## src/hw/rtl/sba_pkg.sv

```systemverilog
// Shared types and constants for the spectrum band log averager.
package sba_pkg;

    // One FFT bin as it arrives on the input channel.
    typedef struct packed {
        logic signed [31:0] re_part;
        logic signed [31:0] im_part;
    } in_item_t;

    // One band level as it leaves on the result channel.
    typedef struct packed {
        logic [5:0]  band_index;
        logic [15:0] level;
        logic        last_of_run;
        logic        frame_done;
    } out_item_t;

    // Controller states.
    typedef enum logic [3:0] {
        S_IDLE,
        S_SQ_RE,
        S_SQ_IM,
        S_SQRT,
        S_ACC,
        S_DIV_INIT,
        S_DIV,
        S_NORM_INIT,
        S_NORM,
        S_LOG_INIT,
        S_LOG,
        S_SCALE,
        S_ROUND,
        S_EMIT,
        S_CHECK,
        S_DONE
    } ctrl_state_t;

    // Datapath operations.
    typedef enum logic [3:0] {
        OP_NOP,
        OP_LOAD,
        OP_SQ_RE,
        OP_SQ_IM,
        OP_SQRT,
        OP_ACC,
        OP_DIV_INIT,
        OP_DIV,
        OP_NORM_INIT,
        OP_NORM,
        OP_LOG_INIT,
        OP_LOG,
        OP_SCALE,
        OP_ROUND,
        OP_EMIT_BAND,
        OP_EMIT_ZERO
    } dp_op_t;

    typedef struct packed {
        dp_op_t op;
        logic   finish;
    } dp_cmd_t;

    typedef struct packed {
        logic out_free;
        logic close;
        logic norm_done;
        logic zero_pend;
    } dp_status_t;

    // Register indexes on the configuration port.
    localparam logic [1:0] REG_BINS_PER_GROUP = 2'd0;
    localparam logic [1:0] REG_FRAME_BINS     = 2'd1;
    localparam logic [1:0] REG_GROUP_COUNT    = 2'd2;

    // Last iteration indexes of the multi-cycle units, and the cap on words per run.
    localparam logic [5:0] SQRT_LAST  = 6'd31;
    localparam logic [5:0] DIV_LAST   = 6'd44;
    localparam logic [5:0] LOG_LAST   = 6'd23;
    localparam logic [5:0] RESULT_CAP = 6'd33;

    // round(100*log10(2)*2^24)
    localparam logic [28:0] LOG_K = 29'd505044526;

endpackage

```

## src/hw/rtl/sba_ctrl.sv

```systemverilog
// Sequencing controller for the spectrum band log averager.
module sba_ctrl (
    input  logic               aclk,
    input  logic               aresetn,
    input  logic               s_valid,
    output logic               s_ready,
    input  sba_pkg::dp_status_t status,
    output sba_pkg::dp_cmd_t   cmd
);
    import sba_pkg::*;

    ctrl_state_t state_reg, state_next;
    logic [5:0]  cnt_reg, cnt_next;

    // State and iteration counter registers.
    always_ff @(posedge aclk) begin
        if (!aresetn) begin
            state_reg <= S_IDLE;
            cnt_reg   <= '0;
        end else begin
            state_reg <= state_next;
            cnt_reg   <= cnt_next;
        end
    end

    // Next state and datapath command.
    always_comb begin
        state_next = state_reg;
        cnt_next   = cnt_reg;
        cmd.op     = OP_NOP;
        cmd.finish = 1'b0;
        s_ready    = 1'b0;
        unique case (state_reg)
            S_IDLE: begin
                s_ready = 1'b1;
                if (s_valid) begin
                    cmd.op     = OP_LOAD;
                    state_next = S_SQ_RE;
                end
            end
            S_SQ_RE: begin
                cmd.op     = OP_SQ_RE;
                state_next = S_SQ_IM;
            end
            S_SQ_IM: begin
                cmd.op     = OP_SQ_IM;
                cnt_next   = '0;
                state_next = S_SQRT;
            end
            S_SQRT: begin
                cmd.op   = OP_SQRT;
                cnt_next = cnt_reg + 6'd1;
                if (cnt_reg == SQRT_LAST) begin
                    state_next = S_ACC;
                end
            end
            S_ACC: begin
                cmd.op     = OP_ACC;
                state_next = status.close ? S_DIV_INIT : S_CHECK;
            end
            S_DIV_INIT: begin
                cmd.op     = OP_DIV_INIT;
                cnt_next   = '0;
                state_next = S_DIV;
            end
            S_DIV: begin
                cmd.op   = OP_DIV;
                cnt_next = cnt_reg + 6'd1;
                if (cnt_reg == DIV_LAST) begin
                    state_next = S_NORM_INIT;
                end
            end
            S_NORM_INIT: begin
                cmd.op     = OP_NORM_INIT;
                state_next = S_NORM;
            end
            S_NORM: begin
                if (status.norm_done) begin
                    state_next = S_LOG_INIT;
                end else begin
                    cmd.op = OP_NORM;
                end
            end
            S_LOG_INIT: begin
                cmd.op     = OP_LOG_INIT;
                cnt_next   = '0;
                state_next = S_LOG;
            end
            S_LOG: begin
                cmd.op   = OP_LOG;
                cnt_next = cnt_reg + 6'd1;
                if (cnt_reg == LOG_LAST) begin
                    state_next = S_SCALE;
                end
            end
            S_SCALE: begin
                cmd.op     = OP_SCALE;
                state_next = S_ROUND;
            end
            S_ROUND: begin
                cmd.op     = OP_ROUND;
                state_next = S_EMIT;
            end
            S_EMIT: begin
                if (status.out_free) begin
                    cmd.op     = OP_EMIT_BAND;
                    state_next = S_CHECK;
                end
            end
            S_CHECK: begin
                // Trailing zero bands of a finished frame go out one per word.
                if (!status.zero_pend) begin
                    state_next = S_DONE;
                end else if (status.out_free) begin
                    cmd.op = OP_EMIT_ZERO;
                end
            end
            S_DONE: begin
                cmd.finish = 1'b1;
                state_next = S_IDLE;
            end
            default: begin
                state_next = S_IDLE;
            end
        endcase
    end

endmodule

```

## src/hw/rtl/sba_dpath.sv

```systemverilog
// Datapath: magnitude, band sum, divider, log unit and result register.
module sba_dpath (
    input  logic               aclk,
    input  logic               aresetn,
    input  sba_pkg::dp_cmd_t   cmd,
    output sba_pkg::dp_status_t status,
    input  sba_pkg::in_item_t  s_data,
    input  logic [12:0]        bpg,
    input  logic [16:0]        fb,
    input  logic [6:0]         gc,
    output logic               m_valid,
    input  logic               m_ready,
    output sba_pkg::out_item_t m_data
);
    import sba_pkg::*;

    logic [31:0] a_reg, b_reg;
    logic [63:0] sq_reg;
    logic [32:0] srem_reg;
    logic [31:0] root_reg;
    logic [44:0] sum_reg;
    logic [12:0] fill_reg;
    logic [6:0]  cur_reg;
    logic [16:0] fp_reg;
    logic        last_reg;
    logic [44:0] quo_reg;
    logic [12:0] drem_reg;
    logic [12:0] dvs_reg;
    logic [45:0] x_reg;
    logic [4:0]  sh_reg;
    logic [30:0] m_reg;
    logic [28:0] l2_reg;
    logic [57:0] scl_reg;
    logic [15:0] level_reg;
    logic [5:0]  n_reg;
    out_item_t   out_reg;
    logic        out_valid_reg;

    logic [31:0] mul_a, mul_b;
    logic [63:0] prod;
    logic [34:0] s_trial, s_sub;
    logic [13:0] d_trial;
    logic [12:0] fill_inc;
    logic [17:0] fp_inc;
    logic        in_band, last_c;
    logic [7:0]  cur_inc;
    logic        more_band, final_band, final_zero;
    logic [58:0] rnd;
    logic [44:0] avg;

    // One shared multiplier serves the squares, the log rounds and the scaling.
    always_comb begin
        unique case (cmd.op)
            OP_SQ_RE: begin mul_a = a_reg; mul_b = a_reg; end
            OP_SQ_IM: begin mul_a = b_reg; mul_b = b_reg; end
            OP_LOG:   begin mul_a = {1'b0, m_reg}; mul_b = {1'b0, m_reg}; end
            OP_SCALE: begin mul_a = {3'b0, l2_reg}; mul_b = {3'b0, LOG_K}; end
            default:  begin mul_a = '0; mul_b = '0; end
        endcase
    end
    assign prod = mul_a * mul_b;

    // Square root step, divider step and band bookkeeping.
    assign s_trial  = {srem_reg, sq_reg[63:62]};
    assign s_sub    = {1'b0, root_reg, 2'b01};
    assign d_trial  = {drem_reg, quo_reg[44]};
    assign fill_inc = fill_reg + 13'd1;
    assign fp_inc   = {1'b0, fp_reg} + 18'd1;
    assign in_band  = cur_reg < gc;
    assign last_c   = fp_inc >= {1'b0, fb};
    assign cur_inc  = {1'b0, cur_reg} + 8'd1;
    assign more_band  = cur_inc < {1'b0, gc};
    assign final_band = !(last_reg && more_band);
    assign final_zero = !(more_band && ((n_reg + 6'd1) < RESULT_CAP));
    assign rnd = {1'b0, scl_reg} + (59'd1 << 41);
    assign avg = (dvs_reg == '0) ? '0 : quo_reg;

    assign status = '{out_free:  !out_valid_reg || m_ready,
                      close:     in_band && ((fill_inc >= bpg) || last_c),
                      norm_done: x_reg[45],
                      zero_pend: last_reg && in_band && (n_reg < RESULT_CAP)};

    // Arithmetic registers that need no reset.
    always_ff @(posedge aclk) begin
        unique case (cmd.op)
            OP_LOAD: begin
                a_reg <= s_data.re_part[31] ? (~s_data.re_part + 32'd1) : s_data.re_part;
                b_reg <= s_data.im_part[31] ? (~s_data.im_part + 32'd1) : s_data.im_part;
            end
            OP_SQ_RE: sq_reg <= prod;
            OP_SQ_IM: begin
                sq_reg   <= sq_reg + prod;
                srem_reg <= '0;
                root_reg <= '0;
            end
            OP_SQRT: begin
                sq_reg <= {sq_reg[61:0], 2'b00};
                if (s_trial >= s_sub) begin
                    srem_reg <= 33'(s_trial - s_sub);
                    root_reg <= {root_reg[30:0], 1'b1};
                end else begin
                    srem_reg <= s_trial[32:0];
                    root_reg <= {root_reg[30:0], 1'b0};
                end
            end
            OP_DIV_INIT: begin
                quo_reg  <= sum_reg;
                drem_reg <= '0;
                dvs_reg  <= fill_reg;
            end
            OP_DIV: begin
                if (d_trial >= {1'b0, dvs_reg}) begin
                    drem_reg <= 13'(d_trial - {1'b0, dvs_reg});
                    quo_reg  <= {quo_reg[43:0], 1'b1};
                end else begin
                    drem_reg <= d_trial[12:0];
                    quo_reg  <= {quo_reg[43:0], 1'b0};
                end
            end
            OP_NORM_INIT: begin
                x_reg  <= {1'b0, avg} + 46'd65536;
                sh_reg <= '0;
            end
            OP_NORM: begin
                x_reg  <= {x_reg[44:0], 1'b0};
                sh_reg <= sh_reg + 5'd1;
            end
            OP_LOG_INIT: begin
                m_reg  <= x_reg[45:15];
                l2_reg <= 29'd29 - {24'd0, sh_reg};
            end
            OP_LOG: begin
                // One fraction bit of log2 per squaring.
                if (prod[61]) begin
                    m_reg  <= prod[61:31];
                    l2_reg <= {l2_reg[27:0], 1'b1};
                end else begin
                    m_reg  <= prod[60:30];
                    l2_reg <= {l2_reg[27:0], 1'b0};
                end
            end
            OP_SCALE: scl_reg <= prod[57:0];
            OP_ROUND: level_reg <= (rnd[58:42] > 17'd65535) ? 16'hFFFF : rnd[57:42];
            default: begin
            end
        endcase
    end

    // Band state, frame position and the result word.
    always_ff @(posedge aclk) begin
        if (!aresetn) begin
            sum_reg       <= '0;
            fill_reg      <= '0;
            cur_reg       <= '0;
            fp_reg        <= '0;
            last_reg      <= 1'b0;
            n_reg         <= '0;
            out_valid_reg <= 1'b0;
        end else begin
            // The result word is held until the receiver takes it.
            if (cmd.op == OP_EMIT_BAND || cmd.op == OP_EMIT_ZERO) begin
                out_valid_reg <= 1'b1;
            end else if (m_ready) begin
                out_valid_reg <= 1'b0;
            end
            if (cmd.op == OP_ACC) begin
                if (in_band) begin
                    sum_reg  <= sum_reg + {13'd0, root_reg};
                    fill_reg <= fill_inc;
                end
                last_reg <= last_c;
                fp_reg   <= last_c ? '0 : fp_inc[16:0];
                n_reg    <= '0;
            end
            if (cmd.op == OP_EMIT_BAND) begin
                out_reg.band_index  <= cur_reg[5:0];
                out_reg.level       <= level_reg;
                out_reg.last_of_run <= final_band;
                out_reg.frame_done  <= !more_band || (final_band && last_reg);
                sum_reg             <= '0;
                fill_reg            <= '0;
                cur_reg             <= cur_inc[6:0];
                n_reg               <= n_reg + 6'd1;
            end
            if (cmd.op == OP_EMIT_ZERO) begin
                out_reg.band_index  <= cur_reg[5:0];
                out_reg.level       <= '0;
                out_reg.last_of_run <= final_zero;
                out_reg.frame_done  <= final_zero;
                cur_reg             <= cur_inc[6:0];
                n_reg               <= n_reg + 6'd1;
            end
            // A finished frame starts the next one from empty bands.
            if (cmd.finish && last_reg) begin
                sum_reg  <= '0;
                fill_reg <= '0;
                cur_reg  <= '0;
            end
        end
    end

    assign m_valid = out_valid_reg;
    assign m_data  = out_reg;

endmodule

```

## src/hw/rtl/spectrum_band_log_averager.sv

```systemverilog
// Top level: configuration registers, controller and datapath of the band log averager.
// An item that closes no band passes the squares, the square root and the accumulate step before ready returns.
// An item that closes a band then passes the divider, normalize, log setup, the log rounds,
// scale, round and emit to its first word; further words follow as the receiver takes them.
// Throughput: one item at a time, set by the bit-serial square root and divider.
// Reset (aresetn, synchronous, low): registers take 512/16384/64 and band state clears.
module spectrum_band_log_averager #(
    parameter int MAX_BANDS     = 64,
    parameter int MAX_BAND_BINS = 4096
) (
    input  logic               aclk,
    input  logic               aresetn,
    input  logic               s_valid,
    output logic               s_ready,
    input  sba_pkg::in_item_t  s_data,
    output logic               m_valid,
    input  logic               m_ready,
    output sba_pkg::out_item_t m_data,
    input  logic               psel,
    input  logic               penable,
    input  logic               pwrite,
    input  logic [3:0]         paddr,
    input  logic [31:0]        pwdata,
    output logic [31:0]        prdata,
    output logic               pready
);
    import sba_pkg::*;

    localparam logic [16:0] MAXB = 17'(MAX_BAND_BINS);
    localparam logic [6:0]  MAXG = 7'(MAX_BANDS);

    logic [12:0] bpg_reg;
    logic [16:0] fb_reg;
    logic [6:0]  gc_reg;
    logic [12:0] bpg_eff;
    logic [16:0] fb_eff;
    logic [6:0]  gc_eff;
    logic        wr_en;
    dp_cmd_t     cmd;
    dp_status_t  status;

    assign pready = 1'b1;
    assign wr_en  = psel && penable && pwrite;

    // Configuration registers.
    always_ff @(posedge aclk) begin
        if (!aresetn) begin
            bpg_reg <= 13'd512;
            fb_reg  <= 17'd16384;
            gc_reg  <= 7'd64;
        end else if (wr_en) begin
            unique case (paddr[3:2])
                REG_BINS_PER_GROUP: bpg_reg <= pwdata[12:0];
                REG_FRAME_BINS:     fb_reg  <= pwdata[16:0];
                REG_GROUP_COUNT:    gc_reg  <= pwdata[6:0];
                default: begin
                end
            endcase
        end
    end

    // Register read back.
    always_comb begin
        unique case (paddr[3:2])
            REG_BINS_PER_GROUP: prdata = {19'd0, bpg_reg};
            REG_FRAME_BINS:     prdata = {15'd0, fb_reg};
            REG_GROUP_COUNT:    prdata = {25'd0, gc_reg};
            default:            prdata = '0;
        endcase
    end

    // Clamp the registers to their working ranges.
    always_comb begin
        if (bpg_reg == '0) begin
            bpg_eff = 13'd1;
        end else if ({4'd0, bpg_reg} > MAXB) begin
            bpg_eff = MAXB[12:0];
        end else begin
            bpg_eff = bpg_reg;
        end
        if (fb_reg == '0) begin
            fb_eff = 17'd1;
        end else if (fb_reg > 17'd65536) begin
            fb_eff = 17'd65536;
        end else begin
            fb_eff = fb_reg;
        end
        gc_eff = (gc_reg > MAXG) ? MAXG : gc_reg;
    end

    sba_ctrl u_ctrl (
        .aclk    (aclk),
        .aresetn (aresetn),
        .s_valid (s_valid),
        .s_ready (s_ready),
        .status  (status),
        .cmd     (cmd)
    );

    sba_dpath u_dpath (
        .aclk    (aclk),
        .aresetn (aresetn),
        .cmd     (cmd),
        .status  (status),
        .s_data  (s_data),
        .bpg     (bpg_eff),
        .fb      (fb_eff),
        .gc      (gc_eff),
        .m_valid (m_valid),
        .m_ready (m_ready),
        .m_data  (m_data)
    );

`ifndef NO_ASSERTIONS
    // An accepted word starts multi-cycle work, so the input closes at once.
    a_busy_after_accept: assert property (@(posedge aclk) disable iff (!aresetn)
        (s_valid && s_ready) |=> !s_ready)
        else $error("input ready right after an accepted word");

    // While a run of results is incomplete no new input is taken.
    a_run_blocks_input: assert property (@(posedge aclk) disable iff (!aresetn)
        (m_valid && !m_data.last_of_run) |-> !s_ready)
        else $error("input ready in the middle of a result run");

    // The last band of a frame always ends its run.
    a_frame_done_last: assert property (@(posedge aclk) disable iff (!aresetn)
        (m_valid && m_data.frame_done) |-> m_data.last_of_run)
        else $error("frame done without end of run");
`endif

endmodule

```

## config.mk

```make
export PLATFORM = sky130hd
export DESIGN_NAME = spectrum_band_log_averager
export DESIGN_NICKNAME = d
export VERILOG_FILES = /design/src/hw/rtl/sba_pkg.sv /design/src/hw/rtl/sba_ctrl.sv /design/src/hw/rtl/sba_dpath.sv /design/src/hw/rtl/spectrum_band_log_averager.sv
export SDC_FILE = /design/constraint.sdc
export NUM_CORES = 2
export LEC_CHECK = 0
export BUFFER_PORTS_ARGS = -buffer_cell sky130_fd_sc_hd__clkbuf_2
export CAP_MARGIN = 10
export CORE_MARGIN = 2
export CORE_UTILIZATION = 40
export CTS_CLUSTER_DIAMETER = 30
export CTS_CLUSTER_SIZE = 20
export DETAILED_ROUTE_END_ITERATION = 12
export GPL_TIMING_DRIVEN = 0
export HOLD_SLACK_MARGIN = 0.03
export PLACE_DENSITY = 0.58
export RECOVER_POWER = 50
export SYNTH_ARGS = -nofsm -noshare
export SYNTH_HDL_FRONTEND = slang
export SYNTH_HIERARCHICAL = 1
export SYNTH_SLANG_ARGS = --single-unit
```

## constraint.sdc

```tcl
create_clock -name aclk -period 15.2 [get_ports aclk]
set_clock_uncertainty 0.1 [all_clocks]
set_input_delay 0.76 -clock aclk [delete_from_list [all_inputs] [get_ports aclk]]
set_output_delay 0.76 -clock aclk [all_outputs]
set_load 0.01 [all_outputs]
```

==> out/metrics.csv <==
metric;value;unit
grt_pass1_vias;56400;
path_clk_slew;0.04;ns
worstMarginPinSlew;2.49;ns
largest_reg_flops;64;
gp_congestion;1.04;
grt_overflow;0;
antenna_found_initial;14;
wire_per_inst;24.3;microns
timing.setup.tns;0;ns
clockRootBuffer;clkbuf_16;
drive_gt1_share;10.5;%
io_pins;166;
cts.sinks;569;
ys.flop_type;edfxtp_1;
ys_ff_latch;569;
maxCapViolCount;5;
ys_warn_count;6;
p_int;0.00840;W
finalHoldViolCount;0;
setup_violations;0;
synthTopCellsByCount;inv_1, fa_1, nand2_1;
cts_buffers;140;
ant_nets;0;
synth_most_common_cell;inv_1;
comb_power_share;71.2;%
slowest_delay;0.75;ns
maxSlewViolCount;112;
track_usage;28.2;%
swShare;52.4;%
row_count;151;
hold_path.class;in -> reg;
die_x;416;microns
period_needed;14.82;ns
ys_types;105;
die_area;173000;sq um
die_height;416;microns
cts_tree;built;
synth_area;67800;sq um
synth.largest_area_cell;fa_1;
drc_errors;0;
clkPwrFrac;16.9;%
fill_cells;16500;
layout.nets;9278;
cp.required;15.57;ns
fin_crit_sh;97.5;%
area_growth;15.2;%
seqPwrFrac;11.9;%
dr.pass1.iters;6;
total_power;0.0176;W
cp.arrival;15.19;ns
vdd_drop_max;0.345;mV
max_freq;67.5;MHz
grt_pass1_wl;362;mm
crit_type;reg -> reg;
clk_latency;0.76;ns
crit_fanout;10;
end_kind;flop;
start_util;40.2;%
totalWireLength;247;mm
cts.path.max_buffers;3;
rsz0062_at_grt;no;
synth_top_cells_by_area;fa_1, edfxtp_1, ha_1;
core_area;169000;sq um
path_buf_inv;14;
port-buffer-count;130;
power_switching;0.00924;W
outcome;finished with violations;
seq_area;15700;sq um
vias_per_cell;5.59;
cts_max_level;4;
vias;56700;
syn_inst;7464;
ys_seq_area_share;23.2;%
syn_avg_cell_area;9.09;sq um
synth_edf_count;432;
p_leak;35.0;nW
yosysTopAreaCellShare;26.4;%
async_flop_share;0;%
multiInputGateArea;47300;sq um
violations;capacitance limit, slew limit;
slew_headroom;-66.4;%
hpwl;197;mm
start_kind;flop;
drt-initial-drc-count;5861;
critical-path-top-delay-family;adder cells;
cp_slowest_cell;clkbuf_1;
grt_max_degree;67;
power_density;226;nW/um^2
[worst paths after layout]
check | end | start | depth (start not counted) | slack, ns
worst max-delay path | u_dpath/sq_reg[61]$_DFFE_PP_ | gc_reg[6]$_SDFFE_PN1P_ | 61 | 0.38
worst min-delay path | fb_reg[15]$_SDFFE_PN0P_ | pwdata[15] | 3 | 0.17
worst max register to register | u_dpath/sq_reg[61]$_DFFE_PP_ | gc_reg[6]$_SDFFE_PN1P_ | 61 | 0.38
worst min register to register | u_dpath/sum_reg[23]$_SDFFE_PP0P_ | u_dpath/sum_reg[23]$_SDFFE_PP0P_ | 2 | 0.39
[placed cells by master, fill, tap and decap left out, types with 25 or more instances in the layout]
master	count
a21oi_1	260
clkinv_2	26
nand2_1	835
xor2_1	113
dfxtp_1	136
or3_1	32
fa_1	896
o21ai_0	281
nor2_1	828
ha_1	453
a31oi_1	32
clkbuf_2	154
a21o_1	148
o31ai_1	25
and3_1	57
o21ai_1	38
nand3_1	165
nor3_1	44
mux2_2	47
buf_2	28
and2_1	35
nand4_1	58
edfxtp_1	432
mux2i_1	73
buf_4	86
a22oi_1	53
nor2b_1	70
clkbuf_4	36
a211oi_1	30
o21bai_1	41
clkbuf_16	141
nand2b_1	35
xnor2_1	195
a22o_1	44
clkbuf_1	241
o21a_1	33
a21boi_0	46
inv_1	1118
[power by group through the flow]
stage,Clock (W),Sequential [W],Combinational (W)
after floorplan,0,0.00208,0.00766
after global placement,0,0.00213,0.0113
after detailed placement,0,0.00211,0.0114
after CTS,0.00303,0.00209,0.0119
after global routing,0.00311,0.00211,0.0135
final,0.00298,0.00209,0.0126
[per-stage QoR]
stage          utilization (%)  cells  hold WS, ns  setup slack, ns  cell area, sq um
2_1_floorplan                -   7478        0.345            0.931             67900
3_3_place_gp              42.2   9826        0.374            -5.44             71300
3_5_place_dp              42.5   9851        0.384            -3.63             71800
4_1_cts                   45.9  10100        0.111           0.0397             77600
5_1_grt                   46.3  10200        0.163           0.0673             78200
6_report                  46.3  10200        0.170            0.382             78200
[routing by layer]
layer	up-vias	track usage (%)	wire length, microns
met3	593	6.82	24000
met1	28400	38.8	104000
met4	6	13.8	13500
met2	2592	41.4	105000
li1	25200	-	-
met5	-	0	35
[kinds of logic (layout without fill, tap and decap cells)]
| group | after synthesis | after routing | share of synthesized area (%) |
|---|---|---|---|
| AND/OR/NAND/NOR | 2318 | 2318 | 15.1 |
| buffers and inverters | 1522 | 1976 | 8.68 |
| adder cells (fa/ha/maj) | 1359 | 1359 | 35.0 |
| AO/OA/AOI/OAI | 1240 | 1240 | 11.8 |
| flip-flops | 569 | 569 | 23.2 |
| XOR/XNOR | 334 | 334 | 4.34 |
| multiplexers | 120 | 120 | 1.86 |
| other | 2 | 22 | 0.0111 |
[worst reg2reg max path: cells and delay by family (launching register included)]
kind,cells,cell delay (ns)
buffers and inverters,14,2.30
adders and majority gates,11,5.03
and+or+nand+nor,17,2.98
DFF,1,0.36
AOI/OAI and AO/OA,18,3.50
xor gates and xnor gates,1,0.28
[layout make-up]
class / instances / area share (%)
clock buffer: 167 / 4.70
tap: 2218 / 3.55
clock inverter: 95 / 1.43
antenna: 6 / 0.0192
buffer: 363 / 2.44
inverter: 1137 / 5.54
multi-input combinational: 5387 / 60.5
timing repair buffer: 214 / 1.75
sequential: 569 / 20.1
[what timing repair did]
| item | CTS | global route |
|---|---|---|
| resized for setup | 291 | 235 |
| hold endpoints to repair | 0 | 0 |
| pin swaps | 11 | 20 |
| buffers inserted | 26 | 31 |
| gates cloned | 0 | 1 |
| endpoints found under the setup margin | 93 | 27 |
| hold buffers | 0 | 0 |
Power figures use the tool's default switching activity.
